===== src/rtl/blkmap_pkg.sv =====
`default_nettype none
// ----------------------------------------------------------------------------
// blkmap_pkg
// Shared types and constants of the block owner allocation map: opcodes,
// status codes, sequencer states and the owner entry held in each cell.
// ----------------------------------------------------------------------------
package blkmap_pkg;

    // default sizes
    localparam int BLK_DEPTH_DEF = 64;
    localparam int MAX_FILES_DEF = 16;

    // internal widths, sized for the largest parameter values
    localparam int OWN_W = 6;
    localparam int CNT_W = 7;
    localparam int FT_W  = 7;

    // register reset values
    localparam logic [16:0] BLOCK_SIZE_RST  = 17'd512;
    localparam logic [6:0]  BLOCK_COUNT_RST = 7'd64;

    // register selects on the configuration port
    localparam logic REG_BLOCK_SIZE  = 1'b0;
    localparam logic REG_BLOCK_COUNT = 1'b1;

    typedef enum logic [1:0] {
        OP_ADD  = 2'd0,
        OP_DEL  = 2'd1,
        OP_LIST = 2'd2,
        OP_STAT = 2'd3
    } t_op;

    typedef enum logic [1:0] {
        ST_OK       = 2'd0,
        ST_BIG      = 2'd1,
        ST_NOTFOUND = 2'd2,
        ST_FULL     = 2'd3
    } t_status;

    typedef enum logic [2:0] {
        S_IDLE,
        S_COUNT,
        S_ACT,
        S_SHIFT,
        S_ONE
    } t_state;

    // one owner table entry
    typedef struct packed {
        logic             used;
        logic [OWN_W-1:0] owner;
    } t_entry;

endpackage
`default_nettype wire


===== src/rtl/block_owner_allocation_map.sv =====
`default_nettype none
// ----------------------------------------------------------------------------
// block_owner_allocation_map
// Owner map of storage blocks with add, delete, list and status operations.
// ----------------------------------------------------------------------------
// One item at a time. The owner table is a ring of BLK_DEPTH cells that
// rotates past a single control point, so each operation makes a counting
// lap of the ring (the divider for the block count runs alongside), then
// either an update lap that writes or hands out blocks as the ring passes
// (add and list with blocks, delete) or a lone result; a delete then moves
// the later size entries down, reading and writing each in turn, before its
// lone result. Output stall pauses the ring while an add or list block
// result waits. No clearing pass is needed after reset.
module block_owner_allocation_map #(
    parameter int BLK_DEPTH = blkmap_pkg::BLK_DEPTH_DEF,
    parameter int MAX_FILES = blkmap_pkg::MAX_FILES_DEF
) (
    input  wire logic        i_clk,
    input  wire logic        i_rst_n,
    // configuration port
    input  wire logic        psel,
    input  wire logic        penable,
    input  wire logic        pwrite,
    input  wire logic [2:0]  paddr,
    input  wire logic [31:0] pwdata,
    output logic [31:0]      prdata,
    output logic             pready,
    // input items
    input  wire logic        i_in_valid,
    output logic             o_in_stall,
    input  wire logic [1:0]  i_opcode,
    input  wire logic [3:0]  i_file_index,
    input  wire logic [31:0] i_file_size,
    // result items
    output logic             o_out_valid,
    input  wire logic        i_out_stall,
    output logic [1:0]       o_status,
    output logic [3:0]       o_owner_index,
    output logic [5:0]       o_blk_idx,
    output logic             o_block_valid,
    output logic             o_last,
    output logic [6:0]       o_free_blk,
    output logic [31:0]      o_stored_size,
    output logic [35:0]      o_bytes_used,
    output logic [22:0]      o_bytes_free
);
    import blkmap_pkg::*;

    localparam int SA_W = (MAX_FILES > 1) ? $clog2(MAX_FILES) : 1;

    // registers
    logic [16:0]      r_block_size;
    logic [6:0]       r_block_count;
    t_state           r_state, n_state;
    t_op              r_op;
    logic [3:0]       r_fidx;
    logic [31:0]      r_fsize;
    logic [CNT_W-1:0] r_pos;
    logic             r_cnt_done;
    logic [CNT_W-1:0] r_free;
    logic [CNT_W-1:0] r_match;
    logic [CNT_W-1:0] r_lastblk;
    logic             r_has;
    logic [FT_W-1:0]  r_ft;
    logic [35:0]      r_bt;
    logic [23:0]      r_cap;
    logic [CNT_W-1:0] r_need;
    logic [CNT_W-1:0] r_n;
    logic [FT_W-1:0]  r_si;
    logic             r_sph;
    logic [31:0]      r_rd;
    logic [1:0]       r_st;
    logic [OWN_W-1:0] r_own;
    logic [CNT_W-1:0] r_fb;
    logic [31:0]      r_sz;
    logic [31:0]      r_size_mem [MAX_FILES];

    logic             r_ov;
    logic [1:0]       r_o_status;
    logic [3:0]       r_o_owner;
    logic [5:0]       r_o_blk;
    logic             r_o_bvalid;
    logic             r_o_last;
    logic [6:0]       r_o_fblocks;
    logic [31:0]      r_o_size;
    logic [35:0]      r_o_used;
    logic [22:0]      r_o_fbytes;

    // combinational
    t_entry           ring_q [BLK_DEPTH];
    t_entry           head;
    t_entry           wb;
    logic             ring_en;
    logic             emit;
    logic             em_valid;
    logic             em_last;
    logic             mem_we;
    logic [FT_W-1:0]  mem_wa;
    logic [31:0]      mem_wd;
    logic [FT_W-1:0]  rd_addr;
    logic             in_acc;
    logic             out_free;
    logic             pos_last;
    logic [CNT_W-1:0] lim;
    logic             in_lim;
    logic [16:0]      bs_eff;
    logic             cfg_wr;
    logic             div_done;
    logic [31:0]      div_quot;
    logic             div_rem_nz;
    logic [31:0]      d_need;
    logic             d_full;
    logic             d_big;
    logic             d_nf;
    logic             dec_go;
    logic             add_ok;
    logic             is_match;
    logic [35:0]      cap_ext;
    logic [35:0]      fbytes;

    // configuration registers
    assign cfg_wr = psel && penable && pwrite && pready;
    assign pready = 1'b1;

    always_ff @(posedge i_clk) begin
        if (!i_rst_n) begin
            r_block_size  <= BLOCK_SIZE_RST;
            r_block_count <= BLOCK_COUNT_RST;
        end else if (cfg_wr) begin
            if (paddr[2] == REG_BLOCK_SIZE) begin
                r_block_size <= pwdata[16:0];
            end else begin
                r_block_count <= pwdata[6:0];
            end
        end
    end

    always_comb begin
        if (paddr[2] == REG_BLOCK_COUNT) begin
            prdata = {25'd0, r_block_count};
        end else begin
            prdata = {15'd0, r_block_size};
        end
    end

    // handshake helpers
    assign o_in_stall = (r_state != S_IDLE);
    assign in_acc     = i_in_valid && !o_in_stall;
    assign out_free   = !r_ov || !i_out_stall;
    assign pos_last   = (r_pos == CNT_W'(BLK_DEPTH - 1));
    assign lim        = (r_block_count > CNT_W'(BLK_DEPTH)) ? CNT_W'(BLK_DEPTH)
                                                           : r_block_count;
    assign in_lim     = (r_pos < lim);
    assign bs_eff     = (r_block_size == '0) ? 17'd1 : r_block_size;

    // owner ring
    assign head = ring_q[0];

    genvar g;
    generate
        for (g = 0; g < BLK_DEPTH; g++) begin : g_cell
            t_entry nxt;
            if (g == BLK_DEPTH - 1) begin : g_tail
                assign nxt = wb;
            end else begin : g_mid
                assign nxt = ring_q[g + 1];
            end
            blkmap_cell u_cell (
                .i_clk   (i_clk),
                .i_rst_n (i_rst_n),
                .i_shift (ring_en),
                .i_entry (nxt),
                .o_entry (ring_q[g])
            );
        end
    endgenerate

    // block count divider
    blkmap_div u_div (
        .i_clk      (i_clk),
        .i_rst_n    (i_rst_n),
        .i_start    (in_acc),
        .i_dividend (i_file_size),
        .i_divisor  (bs_eff),
        .o_done     (div_done),
        .o_quot     (div_quot),
        .o_rem_nz   (div_rem_nz)
    );

    // decision at the end of the counting lap
    assign d_need = div_quot + {31'd0, div_rem_nz};
    assign d_full = (r_ft >= FT_W'(MAX_FILES));
    assign d_big  = (d_need > {{(32 - CNT_W){1'b0}}, r_free});
    assign d_nf   = ({{(FT_W - 4){1'b0}}, r_fidx} >= r_ft);
    assign dec_go = (r_state == S_COUNT) && r_cnt_done && div_done;
    assign add_ok = (r_op == OP_ADD) && !d_full && !d_big;
    assign is_match = head.used && (head.owner == OWN_W'(r_fidx));

    // next state
    always_comb begin
        n_state = r_state;
        case (r_state)
            S_IDLE: begin
                if (in_acc) n_state = S_COUNT;
            end
            S_COUNT: begin
                if (dec_go) begin
                    case (r_op)
                        OP_ADD:  n_state = (add_ok && d_need != '0) ? S_ACT : S_ONE;
                        OP_DEL:  n_state = d_nf ? S_ONE : S_ACT;
                        OP_LIST: n_state = (d_nf || !r_has) ? S_ONE : S_ACT;
                        default: n_state = S_ONE;
                    endcase
                end
            end
            S_ACT: begin
                if (ring_en && pos_last) begin
                    n_state = (r_op == OP_DEL) ? S_SHIFT : S_IDLE;
                end
            end
            S_SHIFT: begin
                if (r_si >= r_ft) n_state = S_ONE;
            end
            S_ONE: begin
                if (out_free) n_state = S_IDLE;
            end
            default: n_state = S_IDLE;
        endcase
    end

    // ring write-back, result emission and size memory access
    always_comb begin
        ring_en  = 1'b0;
        wb       = head;
        emit     = 1'b0;
        em_valid = 1'b0;
        em_last  = 1'b1;
        mem_we   = 1'b0;
        mem_wa   = r_ft;
        mem_wd   = r_fsize;
        rd_addr  = {{(FT_W - 4){1'b0}}, r_fidx};
        case (r_state)
            S_COUNT: begin
                ring_en = !r_cnt_done;
                mem_we  = dec_go && add_ok;
            end
            S_ACT: begin
                case (r_op)
                    OP_ADD: begin
                        if (in_lim && !head.used && (r_n < r_need)) begin
                            wb.used  = 1'b1;
                            wb.owner = r_own;
                            emit     = 1'b1;
                            em_valid = 1'b1;
                            em_last  = ((r_n + CNT_W'(1)) == r_need);
                        end
                        ring_en = !emit || out_free;
                    end
                    OP_DEL: begin
                        if (is_match) begin
                            wb.used = 1'b0;
                        end else if (head.used && (head.owner > OWN_W'(r_fidx))) begin
                            wb.owner = head.owner - OWN_W'(1);
                        end
                        ring_en = 1'b1;
                    end
                    OP_LIST: begin
                        emit     = is_match;
                        em_valid = is_match;
                        em_last  = (r_pos == r_lastblk);
                        ring_en  = !emit || out_free;
                    end
                    default: ring_en = 1'b1;
                endcase
            end
            S_SHIFT: begin
                rd_addr = r_si + FT_W'(1);
                mem_we  = r_sph && (r_si < r_ft);
                mem_wa  = r_si;
                mem_wd  = r_rd;
            end
            S_ONE: begin
                emit = 1'b1;
            end
            default: begin
                ring_en = 1'b0;
            end
        endcase
    end

    // file size memory
    always_ff @(posedge i_clk) begin
        if (mem_we) begin
            r_size_mem[mem_wa[SA_W-1:0]] <= mem_wd;
        end
        r_rd <= r_size_mem[rd_addr[SA_W-1:0]];
    end

    // capacity in bytes of the usable blocks, a zero block size gives none
    always_ff @(posedge i_clk) begin
        r_cap <= {17'd0, lim} * {7'd0, r_block_size};
    end

    // sequencer and file state
    always_ff @(posedge i_clk) begin
        if (!i_rst_n) begin
            r_state    <= S_IDLE;
            r_pos      <= '0;
            r_cnt_done <= 1'b0;
            r_ft       <= '0;
            r_bt       <= '0;
        end else begin
            r_state <= n_state;
            if (ring_en) begin
                r_pos <= pos_last ? '0 : r_pos + CNT_W'(1);
            end
            if (in_acc) begin
                r_cnt_done <= 1'b0;
            end else if (r_state == S_COUNT && ring_en && pos_last) begin
                r_cnt_done <= 1'b1;
            end
            if (dec_go) begin
                if (add_ok) begin
                    r_ft <= r_ft + FT_W'(1);
                    r_bt <= r_bt + {4'd0, r_fsize};
                end else if (r_op == OP_DEL && !d_nf) begin
                    r_ft <= r_ft - FT_W'(1);
                    r_bt <= r_bt - {4'd0, r_rd};
                end
            end
        end
    end

    // item operands, lap counters and shared result fields
    always_ff @(posedge i_clk) begin
        if (in_acc) begin
            r_op      <= t_op'(i_opcode);
            r_fidx    <= i_file_index;
            r_fsize   <= i_file_size;
            r_free    <= '0;
            r_match   <= '0;
            r_has     <= 1'b0;
            r_lastblk <= '0;
        end else if (r_state == S_COUNT && ring_en) begin
            if (in_lim && !head.used) r_free <= r_free + CNT_W'(1);
            if (in_lim && is_match) r_match <= r_match + CNT_W'(1);
            if (is_match) begin
                r_has     <= 1'b1;
                r_lastblk <= r_pos;
            end
        end
        if (dec_go) begin
            r_n    <= '0;
            r_need <= d_need[CNT_W-1:0];
            r_si   <= {{(FT_W - 4){1'b0}}, r_fidx};
            r_sph  <= 1'b0;
            r_st   <= ST_OK;
            r_own  <= '0;
            r_fb   <= r_free;
            r_sz   <= '0;
            case (r_op)
                OP_ADD: begin
                    if (d_full) begin
                        r_st <= ST_FULL;
                    end else if (d_big) begin
                        r_st <= ST_BIG;
                    end else begin
                        r_own <= OWN_W'(r_ft);
                        r_fb  <= r_free - d_need[CNT_W-1:0];
                        r_sz  <= r_fsize;
                    end
                end
                OP_DEL: begin
                    r_own <= OWN_W'(r_fidx);
                    if (d_nf) begin
                        r_st <= ST_NOTFOUND;
                    end else begin
                        r_fb <= r_free + r_match;
                    end
                end
                OP_LIST: begin
                    r_own <= OWN_W'(r_fidx);
                    if (d_nf) begin
                        r_st <= ST_NOTFOUND;
                    end else begin
                        r_sz <= r_rd;
                    end
                end
                default: r_st <= ST_OK;
            endcase
        end else begin
            if (r_state == S_ACT && emit && out_free) r_n <= r_n + CNT_W'(1);
            if (r_state == S_SHIFT) begin
                r_sph <= !r_sph;
                if (r_sph) r_si <= r_si + FT_W'(1);
            end
        end
    end

    // free bytes from capacity and byte total
    assign cap_ext = {12'd0, r_cap};
    assign fbytes  = (cap_ext > r_bt) ? (cap_ext - r_bt) : 36'd0;

    // output register
    always_ff @(posedge i_clk) begin
        if (!i_rst_n) begin
            r_ov <= 1'b0;
        end else if (emit && out_free) begin
            r_ov <= 1'b1;
        end else if (!i_out_stall) begin
            r_ov <= 1'b0;
        end
    end

    always_ff @(posedge i_clk) begin
        if (emit && out_free) begin
            r_o_status  <= r_st;
            r_o_owner   <= r_own[3:0];
            r_o_blk     <= em_valid ? r_pos[5:0] : 6'd0;
            r_o_bvalid  <= em_valid;
            r_o_last    <= em_last;
            r_o_fblocks <= r_fb;
            r_o_size    <= r_sz;
            r_o_used    <= r_bt;
            r_o_fbytes  <= fbytes[22:0];
        end
    end

    assign o_out_valid   = r_ov;
    assign o_status      = r_o_status;
    assign o_owner_index = r_o_owner;
    assign o_blk_idx     = r_o_blk;
    assign o_block_valid = r_o_bvalid;
    assign o_last        = r_o_last;
    assign o_free_blk    = r_o_fblocks;
    assign o_stored_size = r_o_size;
    assign o_bytes_used  = r_o_used;
    assign o_bytes_free  = r_o_fbytes;

`ifndef SYNTH
    // ring is back in line whenever the block is idle
    a_idle_aligned: assert property (@(posedge i_clk) disable iff (!i_rst_n)
        (r_state == S_IDLE) |-> (r_pos == '0))
        else $error("owner ring not aligned while idle");

    // file count never passes the file table size
    a_ft_bound: assert property (@(posedge i_clk) disable iff (!i_rst_n)
        r_ft <= FT_W'(MAX_FILES))
        else $error("file count beyond table size");

    // free block count stays within the table
    a_free_bound: assert property (@(posedge i_clk) disable iff (!i_rst_n)
        o_out_valid |-> (o_free_blk <= CNT_W'(BLK_DEPTH)))
        else $error("free block count beyond table depth");

    // an accepted item closes the input until it is done
    a_busy_after_accept: assert property (@(posedge i_clk) disable iff (!i_rst_n)
        in_acc |=> o_in_stall)
        else $error("input open right after an item");
`endif

endmodule
`default_nettype wire


===== src/rtl/blkmap_cell.sv =====
`default_nettype none
// ----------------------------------------------------------------------------
// blkmap_cell
// One entry of the owner ring: takes its neighbour's entry on each shift.
// ----------------------------------------------------------------------------
module blkmap_cell (
    input  wire logic                i_clk,
    input  wire logic                i_rst_n,
    input  wire logic                i_shift,
    input  wire blkmap_pkg::t_entry  i_entry,
    output blkmap_pkg::t_entry       o_entry
);
    import blkmap_pkg::*;

    logic             r_used;
    logic [OWN_W-1:0] r_owner;

    // used flag, cleared at reset so every block starts free
    always_ff @(posedge i_clk) begin
        if (!i_rst_n) begin
            r_used <= 1'b0;
        end else if (i_shift) begin
            r_used <= i_entry.used;
        end
    end

    // owner payload
    always_ff @(posedge i_clk) begin
        if (i_shift) begin
            r_owner <= i_entry.owner;
        end
    end

    assign o_entry.used  = r_used;
    assign o_entry.owner = r_owner;

endmodule
`default_nettype wire


===== src/rtl/blkmap_div.sv =====
`default_nettype none
// ----------------------------------------------------------------------------
// blkmap_div
// Restoring divider, one quotient bit a cycle: 32 bit size by block size.
// ----------------------------------------------------------------------------
module blkmap_div (
    input  wire logic        i_clk,
    input  wire logic        i_rst_n,
    input  wire logic        i_start,
    input  wire logic [31:0] i_dividend,
    input  wire logic [16:0] i_divisor,
    output logic             o_done,
    output logic [31:0]      o_quot,
    output logic             o_rem_nz
);
    import blkmap_pkg::*;

    logic        r_busy;
    logic        r_done;
    logic [4:0]  r_cnt;
    logic [16:0] r_rem;
    logic [31:0] r_q;
    logic [16:0] r_dvs;

    logic [17:0] trial;
    logic        qbit;
    logic [17:0] diff;

    // one trial subtraction
    always_comb begin
        trial = {r_rem, r_q[31]};
        diff  = trial - {1'b0, r_dvs};
        qbit  = (trial >= {1'b0, r_dvs});
    end

    // control
    always_ff @(posedge i_clk) begin
        if (!i_rst_n) begin
            r_busy <= 1'b0;
            r_done <= 1'b0;
            r_cnt  <= '0;
        end else if (i_start) begin
            r_busy <= 1'b1;
            r_done <= 1'b0;
            r_cnt  <= '0;
        end else if (r_busy) begin
            r_cnt <= r_cnt + 5'd1;
            if (r_cnt == 5'd31) begin
                r_busy <= 1'b0;
                r_done <= 1'b1;
            end
        end
    end

    // datapath
    always_ff @(posedge i_clk) begin
        if (i_start) begin
            r_rem <= '0;
            r_q   <= i_dividend;
            r_dvs <= i_divisor;
        end else if (r_busy) begin
            r_rem <= qbit ? diff[16:0] : trial[16:0];
            r_q   <= {r_q[30:0], qbit};
        end
    end

    assign o_done   = r_done;
    assign o_quot   = r_q;
    assign o_rem_nz = (r_rem != '0);

endmodule
`default_nettype wire

===== config.mk =====
export PLATFORM = sky130hd
export DESIGN_NAME = block_owner_allocation_map
export DESIGN_NICKNAME = d
export VERILOG_FILES = /design/src/rtl/blkmap_pkg.sv /design/src/rtl/block_owner_allocation_map.sv /design/src/rtl/blkmap_cell.sv /design/src/rtl/blkmap_div.sv
export SDC_FILE = /design/constraint.sdc
export NUM_CORES = 2
export LEC_CHECK = 0
export ABC_AREA = 1
export CORE_MARGIN = 2
export CORE_UTILIZATION = 60
export CTS_BUF_LIST = sky130_fd_sc_hd__clkbuf_4
export DETAILED_ROUTE_END_ITERATION = 7
export DONT_BUFFER_PORTS = 1
export GPL_TIMING_DRIVEN = 0
export PLACE_DENSITY = 0.76
export SYNTH_ARGS = -nofsm -noshare
export SYNTH_HDL_FRONTEND = slang
export SYNTH_HIERARCHICAL = 1
export SYNTH_SLANG_ARGS = --single-unit

===== constraint.sdc =====
create_clock -name i_clk -period 21.1 [get_ports i_clk]
set_input_delay 4.22 -clock i_clk [delete_from_list [all_inputs] [get_ports i_clk]]
set_output_delay 4.22 -clock i_clk [all_outputs]
set_load 0.01 [all_outputs]

### Yosys cells after proc, flatten, opt, wreduce, memory -nomap -nowiden

Memory sizes are Yosys's and may differ from the RTL's. A register that Yosys moved wholly into a read port is not among the register bits.
Cells that the tools add are included.
Widths: inputs -> output; s select.

| storage, ports and cells | value |
|---|---|
| flip-flop bits (word level) | 865 |
| RAM bits | 512 |
| input bits | 80 |
| output and inout bits | 147 |
| word-level logic and storage cells | 343 |
| memories kept | 1 |

| cells by class | value |
|---|---|
| add/sub/neg operators | 16 |
| multiply operators | 1 |
| magnitude comparators | 11 |
| equal/unequal tests | 17 |
| multiplexer cells | 67 |
| bitwise logic cells | 2 |
| reduce and logical (&&, ||, !) cells | 60 |

Memory list:

| name | words | width | read ports | clocked after Yosys merged registers in | wr ports | RTL line | text |
|---|---|---|---|---|---|---|---|
| r_size_mem | 16 | 32 | 1 | 1 | 1 | block_owner_allocation_map.sv:76 | `logic [31:0] r_size_mem [MAX_FILES];` |

Operator list:

| cell | count |
|---|---|
| $mux 32 | 6 |
| $mux 36 | 2 |
| $pmux 32 s2 | 1 |
| $mux 7 | 9 |
| $add 7x1->7 const B | 6 |
| $add 36x32->36 | 1 |
| $gt 24x36->1 | 1 |
| $sub 36x32->36 | 1 |
| $mux 17 | 2 |
| $add 32x1->32 | 1 |
| $gt 32x7->1 | 1 |
| $reduce_bool 32->1 | 1 |
| $pmux 7 s2 | 2 |
| $mul 7x17->24 | 1 |
| $mux 3 | 8 |
| $mux 6 | 4 |
| $sub 23x23->23 | 1 |
| $logic_and 1x1->1 | 22 |
| $lt 7x7->1 | 3 |
| $mux 4 | 5 |
| $ge 18x17->1 | 1 |
| $reduce_and 2->1 | 9 |
| $logic_not 17->1 | 1 |
| $reduce_bool 17->1 | 1 |
| 38 further kinds | 84 |

### Longest topological paths before layout

| depth | value |
|---|---|
| depth after elaboration | 15 |
| depth in mapped cells | 41 |

### Modules after synthesis

Netlist, hierarchy kept.

Modules (own cells, without submodules):

| module | times used | cells each | area each (um2) | seq. area each (um2) |
|---|---|---|---|---|
| block_owner_allocation_map | 1 | 4293 | 43676.9 | 24984.0 |
| blkmap_cell | 64 | 13 | 229.0 | 200.2 |
| blkmap_div | 1 | 558 | 4241.6 | 1951.9 |

### Least setup slack after synthesis

No wires, ideal clock.

| timing path | value |
|---|---|
| path kind | input port to flip-flop |
| start point | in i_out_stall |
| end point | reg r_pos[5] |
| data arrival time | 16.724 ns |
| data required time | 21.019 ns |
| slack | 4.294 ns |
| cell stages on the path | 10 |
| path buffers | 0 |
| path through | nand2_1 nor2_1 nand3_1 nand2_1 nand2_1 inv_1 nor2_1 nand2_1 nand2_1 nor3b_1 |

| between the ends | value |
|---|---|
| cells in the longest elaborated chain, start to end | 5 |

Ends and longest elaborated chain:

| element | RTL line | text |
|---|---|---|
| start: declaration | block_owner_allocation_map.sv:36 | `input wire logic i_out_stall,` |
| $logic_not 1->1 (*) | n/a |  |
| $logic_or 1x1->1 (*) | block_owner_allocation_map.sv:149 | `assign out_free = !r_ov \|\| !i_out_stall;` |
| $logic_or 1x1->1, on equally long branches | block_owner_allocation_map.sv:271, block_owner_allocation_map.sv:257 |  |
| $pmux 1 s2 (*) | block_owner_allocation_map.sv:248 | `case (r_op)` |
| $pmux 1 s2 (*) | block_owner_allocation_map.sv:242 | `case (r_state)` |
| named net ring_en | block_owner_allocation_map.sv:93 | `logic ring_en;` |
| end signal: assignment | block_owner_allocation_map.sv:315 | `r_pos <= pos_last ? '0 : r_pos + CNT_W'(1);` |
| end: declaration | block_owner_allocation_map.sv:58 | `logic [CNT_W-1:0] r_pos;` |

The timed path passes the listed nets; every way through them passes the cells marked *.
A chain may end at the register's enable or synchronous reset.

### Worst setup path in the final report

| timing path | value |
|---|---|
| start point | in paddr[2] |
| end point | out prdata[1] |

| between the ends | value |
|---|---|
| cells in the longest elaborated chain, start to end | 1 |

Ends and longest elaborated chain:

| element | RTL line | text |
|---|---|---|
| start: declaration | block_owner_allocation_map.sv:24 | `input wire logic [2:0] paddr,` |
| $mux 17 | block_owner_allocation_map.sv:139 | `if (paddr[2] == REG_BLOCK_COUNT) begin` |
| end: declaration | block_owner_allocation_map.sv:26 | `output logic [31:0] prdata,` |

Every way passes these cells.

==> run summary <==
The final core area utilization came out at 0.678. The number of maximum-capacitance violations is 0. On the critical path, the stage with the largest delay is an instance of sky130_fd_sc_hd__clkbuf_1. The post-CTS clock slew at the launch and capture registers of the worst setup and hold paths is roughly 0.07 ns.

The flip-flop and latch count after synthesis came out at about 1400. Global routing finished with a remaining overflow of 0. The number of distinct library cells after synthesis is 56. In this run, post-CTS hold repair placed 0 buffers. The filler cells instantiated in the layout total between 7000 and 8000. Subtracting the final worst setup slack from the clock period gives 9.24 ns. The initial antenna violation count is 23. In this run the post-CTS setup repair buffer count came out at 0. For this design, the sink count on the clock tree is between 1000 and 1500. The leakage dissipation is 0.0274 uW. Counting every instance in the synthesized netlist gives 5683.

Dividing the final minimum period by the clock period gives 0.438. For this block, wires on met1 add up to 70.7 mm. The number of synthesis warnings is 6. The final layout net count came out at about 6500. Walking the worst path, the cells encountered are clkbuf_1 > clkbuf_1 > nand2_1 > o21ai_0.

The final count of negative-setup-slack endpoints came out at 0. STA classifies the critical path startpoint as an input port. The count of nets left with antenna violations once routing finished came out at 0.

The maximum number of pins on one net before global-route repair is 86. The worst-skew pair later-pin latency is 1.25 ns. The height of the chip is 327 um. The data arrival time of the worst path came out at 5.02 ns. The number of placement rows is between 100 and 150.

Summing every instance area after synthesis gives around 0.063 mm2. The tightest min-delay check is of the reg -> reg type. The flow ran to the end, and the final reports show no timing, DRC or antenna violations. The final hold violation count was 0. The area added between synthesis and finish came out at 12.1%.

The met2 wire length came out at 77.2 mm. The element type at the critical path end is an output pin. The headroom to the max-slew limit is 0.204.

The leading register cell type out of synthesis is sky130_fd_sc_hd__edfxtp_1. The die footprint came out at 0.107 mm2. Across the routed clock network, the largest skew measured is 0.146 ns. The post-route DRC violation count is 0. The detailed-routed wire length on met3 came out at 22.1 mm. The count of H-tree levels built during CTS came out at 5. The number of buffers on the longest clock path came out at 4. The biggest fanout along the worst timing path is 10. The transition at the pin with the smallest max-transition slack is 1.19 ns.

The effective utilization at floorplan came out at 0.605. The fraction of layout cells with a size suffix above 1 came out at 0.135. The routed design has 177 mm of wire. Power spread over the standard cell area amounts to 132 mW/mm2.

The overall routing resource usage is 0.328. Of all flip-flops after synthesis, the portion carrying an async set or reset was 0. The mean instance size in the synthesized netlist is approximately 11 um2.

After layout, the worst setup slack is around 12 ns. The number of pins with negative max-slew slack in the final report came out at 0. The worst vdd rail ir drop came out at ~0.00011 V. Setup repair after global routing left no endpoint under its margin.

Dividing the detail-routed wire length by the instance count gives 22.8 um. The HPWL after detailed placement is 126 mm. The number of cells upsized or downsized after cts is 0.

Of the synthesized area, sequential elements account for 0.635. The smallest hold slack is 0.354 ns. Counting flops with a built-in enable in the synthesized netlist gives 1153. In this run the tool buffered the top-level ports with 0 buffer cells. The highest cell delay on the worst timing path came out at 0.31 ns. In this design, the critical path's most frequently occurring cell is sky130_fd_sc_hd__clkbuf_1. Signal routing reaches up to met5. The worst setup timing slack at the placement stage is 11.89 ns.

The category of the most critical setup path is in -> out. The number of iterations in the first detailed-routing pass is 7. The area of the core came out at 0.103 mm2. During I/O placement, the number of pins put on the boundary was ~230. The DRC violation total after the first TritonRoute iteration came out at 6025. The horizontal extent of the die came out at 327 um. The CTS tree is done. Using the TritonRoute via totals, the vias-per-cell ratio works out to ~5.8. Static timing analysis puts the maximum clock frequency at between 100 and 150 MHz. The clock buffer count from CTS came out at approximately 360. Clock tree synthesis selected as its root buffer the cell sky130_fd_sc_hd__clkbuf_4. The first global-routing pass estimated around 260 mm of wire. The via count of the first global-routing pass is 43400. STA puts the critical path data required time at 16.88 ns. The final RePlAce weighted congestion came out at 1.01. The via count of the routed design is about 45000.
==> layout by cell type (no fill, tap or decap), types with 16 or more instances in the layout <==
master,count
sky130_fd_sc_hd__nor2_1,651
sky130_fd_sc_hd__fa_1,80
sky130_fd_sc_hd__clkbuf_1,159
sky130_fd_sc_hd__o21ai_0,483
sky130_fd_sc_hd__clkinv_1,84
sky130_fd_sc_hd__nand3b_1,16
sky130_fd_sc_hd__nor2_4,18
sky130_fd_sc_hd__o221ai_1,111
sky130_fd_sc_hd__buf_4,103
sky130_fd_sc_hd__edfxtp_1,1153
sky130_fd_sc_hd__xnor2_1,50
sky130_fd_sc_hd__xor2_1,64
sky130_fd_sc_hd__nand3_1,179
sky130_fd_sc_hd__nand4_1,42
sky130_fd_sc_hd__buf_6,38
sky130_fd_sc_hd__ha_1,185
sky130_fd_sc_hd__nand2_1,925
sky130_fd_sc_hd__nor2_2,74
sky130_fd_sc_hd__dfxtp_1,256
sky130_fd_sc_hd__conb_1,18
sky130_fd_sc_hd__o211ai_1,37
sky130_fd_sc_hd__clkbuf_4,526
sky130_fd_sc_hd__nor3_1,37
sky130_fd_sc_hd__inv_1,558
sky130_fd_sc_hd__a21oi_1,252
sky130_fd_sc_hd__o22ai_1,49
sky130_fd_sc_hd__o21ai_1,50
sky130_fd_sc_hd__buf_12,16
==> worst max-delay path: cells and delay by family <==
family / cells / cell delay [ns]
simple gates: 1 / 0.10
compound gates: 1 / 0.18
buf+inv: 2 / 0.52
==> through the flow <==
stage / instances / cell area, um2 / total power (uW) / TNS [ns]
2_1_floorplan: 5699 / 62600 / 6300 / 0
3_3_place_gp: 7079 / 64400 / 7220 / -1.14
3_5_place_dp: 7151 / 65500 / 6880 / 0
4_1_cts: 7784 / 70100 / 9230 / 0
5_1_grt: 7790 / 70100 / 9710 / 0
6_report: 7793 / 70100 / 9250 / 0
==> registers in the layout, indices dropped and copies added, names as in the netlist, 17 cells and up <==
signal / cells
o_bytes_free: 23
u_div/o_quot: 32
r_cap: 24
u_div/r_rem: 17
r_sz: 32
u_div/r_dvs: 17
o_bytes_used: 36
r_rd: 32
r_block_size: 17
g_cell.u_cell/r_owner: 384
g_cell.u_cell/r_used: 64
r_size_mem: 512
o_stored_size: 32
r_bt: 36
r_fsize: 32
==> logic make-up (layout without fill, tap and decap cells) <==
logic type	Yosys count	after routing	synth area share
and+or+nand+nor	1998	1998	0.133
DFF	1409	1409	0.635
other	2	27	0.000120
AOI/OAI and AO/OA	1049	1049	0.0957
buffers and inverters	846	1551	0.0573
xor gates and xnor gates	114	114	0.0160
adders and majority gates	265	265	0.0626
==> routing by layer <==
layer  vias to the layer above  track usage
met1                     21500        0.458
li1                      20700            -
met3                       465       0.0966
met5                         -            0
met2                      2748        0.478
met4                        10        0.148
==> cell type report <==
class	count	area, um2	area share
Timing Repair Buffer	72	1040	0.0148
Clock buffer	526	3950	0.0563
Clock inverter	107	639	0.00911
Inverter	570	2140	0.0305
Sequential cell	1409	39700	0.567
Antenna cell	9	22.5	0.000321
Tap cell	1380	1730	0.0246
Multi-Input combinational cell	3444	19400	0.277
Buffer	276	1450	0.0206
==> power breakdown <==
| group | leakage (uW) | internal, uW | switching (uW) |
|---|---|---|---|
| Combinational | 0.0120 | 783 | 1830 |
| Clock | 0.00273 | 1240 | 1090 |
| Sequential | 0.0127 | 3950 | 354 |
==> path summary, 6_finish.rpt <==
check | from | end | slack [ns] | cells past startpoint
max | paddr[2] | prdata[1] | 11.86 | 4
min | g_cell[55].u_cell/r_owner[4] | g_cell[54].u_cell/r_owner[4] | 0.35 | 0
max reg2reg | u_div/r_rem[9] | r_bt[29] | 13.60 | 33
min reg2reg | g_cell[55].u_cell/r_owner[4] | g_cell[54].u_cell/r_owner[4] | 0.35 | 0
==> cells in the mapped netlist (7+ instances only) <==
cell                       instances  area [um2]
sky130_fd_sc_hd__nor2_2           74         463
sky130_fd_sc_hd__xnor2_1          50         438
sky130_fd_sc_hd__o22ai_1          49         307
sky130_fd_sc_hd__dfxtp_1         256        5120
sky130_fd_sc_hd__o31ai_1           7        52.6
sky130_fd_sc_hd__nand3b_1         16         120
sky130_fd_sc_hd__ha_1            185        2310
sky130_fd_sc_hd__buf_6             8        90.1
sky130_fd_sc_hd__o21a_1            8        60.1
sky130_fd_sc_hd__a21oi_1         253        1270
sky130_fd_sc_hd__or2_2             9        56.3
sky130_fd_sc_hd__edfxtp_1       1153       34600
sky130_fd_sc_hd__nor3_1           41         205
sky130_fd_sc_hd__fa_1             80        1600
sky130_fd_sc_hd__nand2_1         926        3480
sky130_fd_sc_hd__nand3_2           7        70.1
sky130_fd_sc_hd__o21bai_1         10        75.1
sky130_fd_sc_hd__nand3_1         179         896
sky130_fd_sc_hd__buf_1            10        37.5
sky130_fd_sc_hd__nand4_1          42         263
sky130_fd_sc_hd__inv_1           560        2100
sky130_fd_sc_hd__nor2_1          664        2490
sky130_fd_sc_hd__o21ai_0         515        2580
sky130_fd_sc_hd__nor4_1           15        93.8
sky130_fd_sc_hd__o221ai_1        111         972
sky130_fd_sc_hd__clkbuf_1        159         597
sky130_fd_sc_hd__nand2_2           9        56.3
sky130_fd_sc_hd__buf_2            11        55.1
sky130_fd_sc_hd__buf_4            87         653
sky130_fd_sc_hd__a31oi_1          14        87.6
sky130_fd_sc_hd__o211ai_1         37         278
sky130_fd_sc_hd__o21ai_1          18        90.1
sky130_fd_sc_hd__xor2_1           64         561
Power figures use the tool's default switching activity.
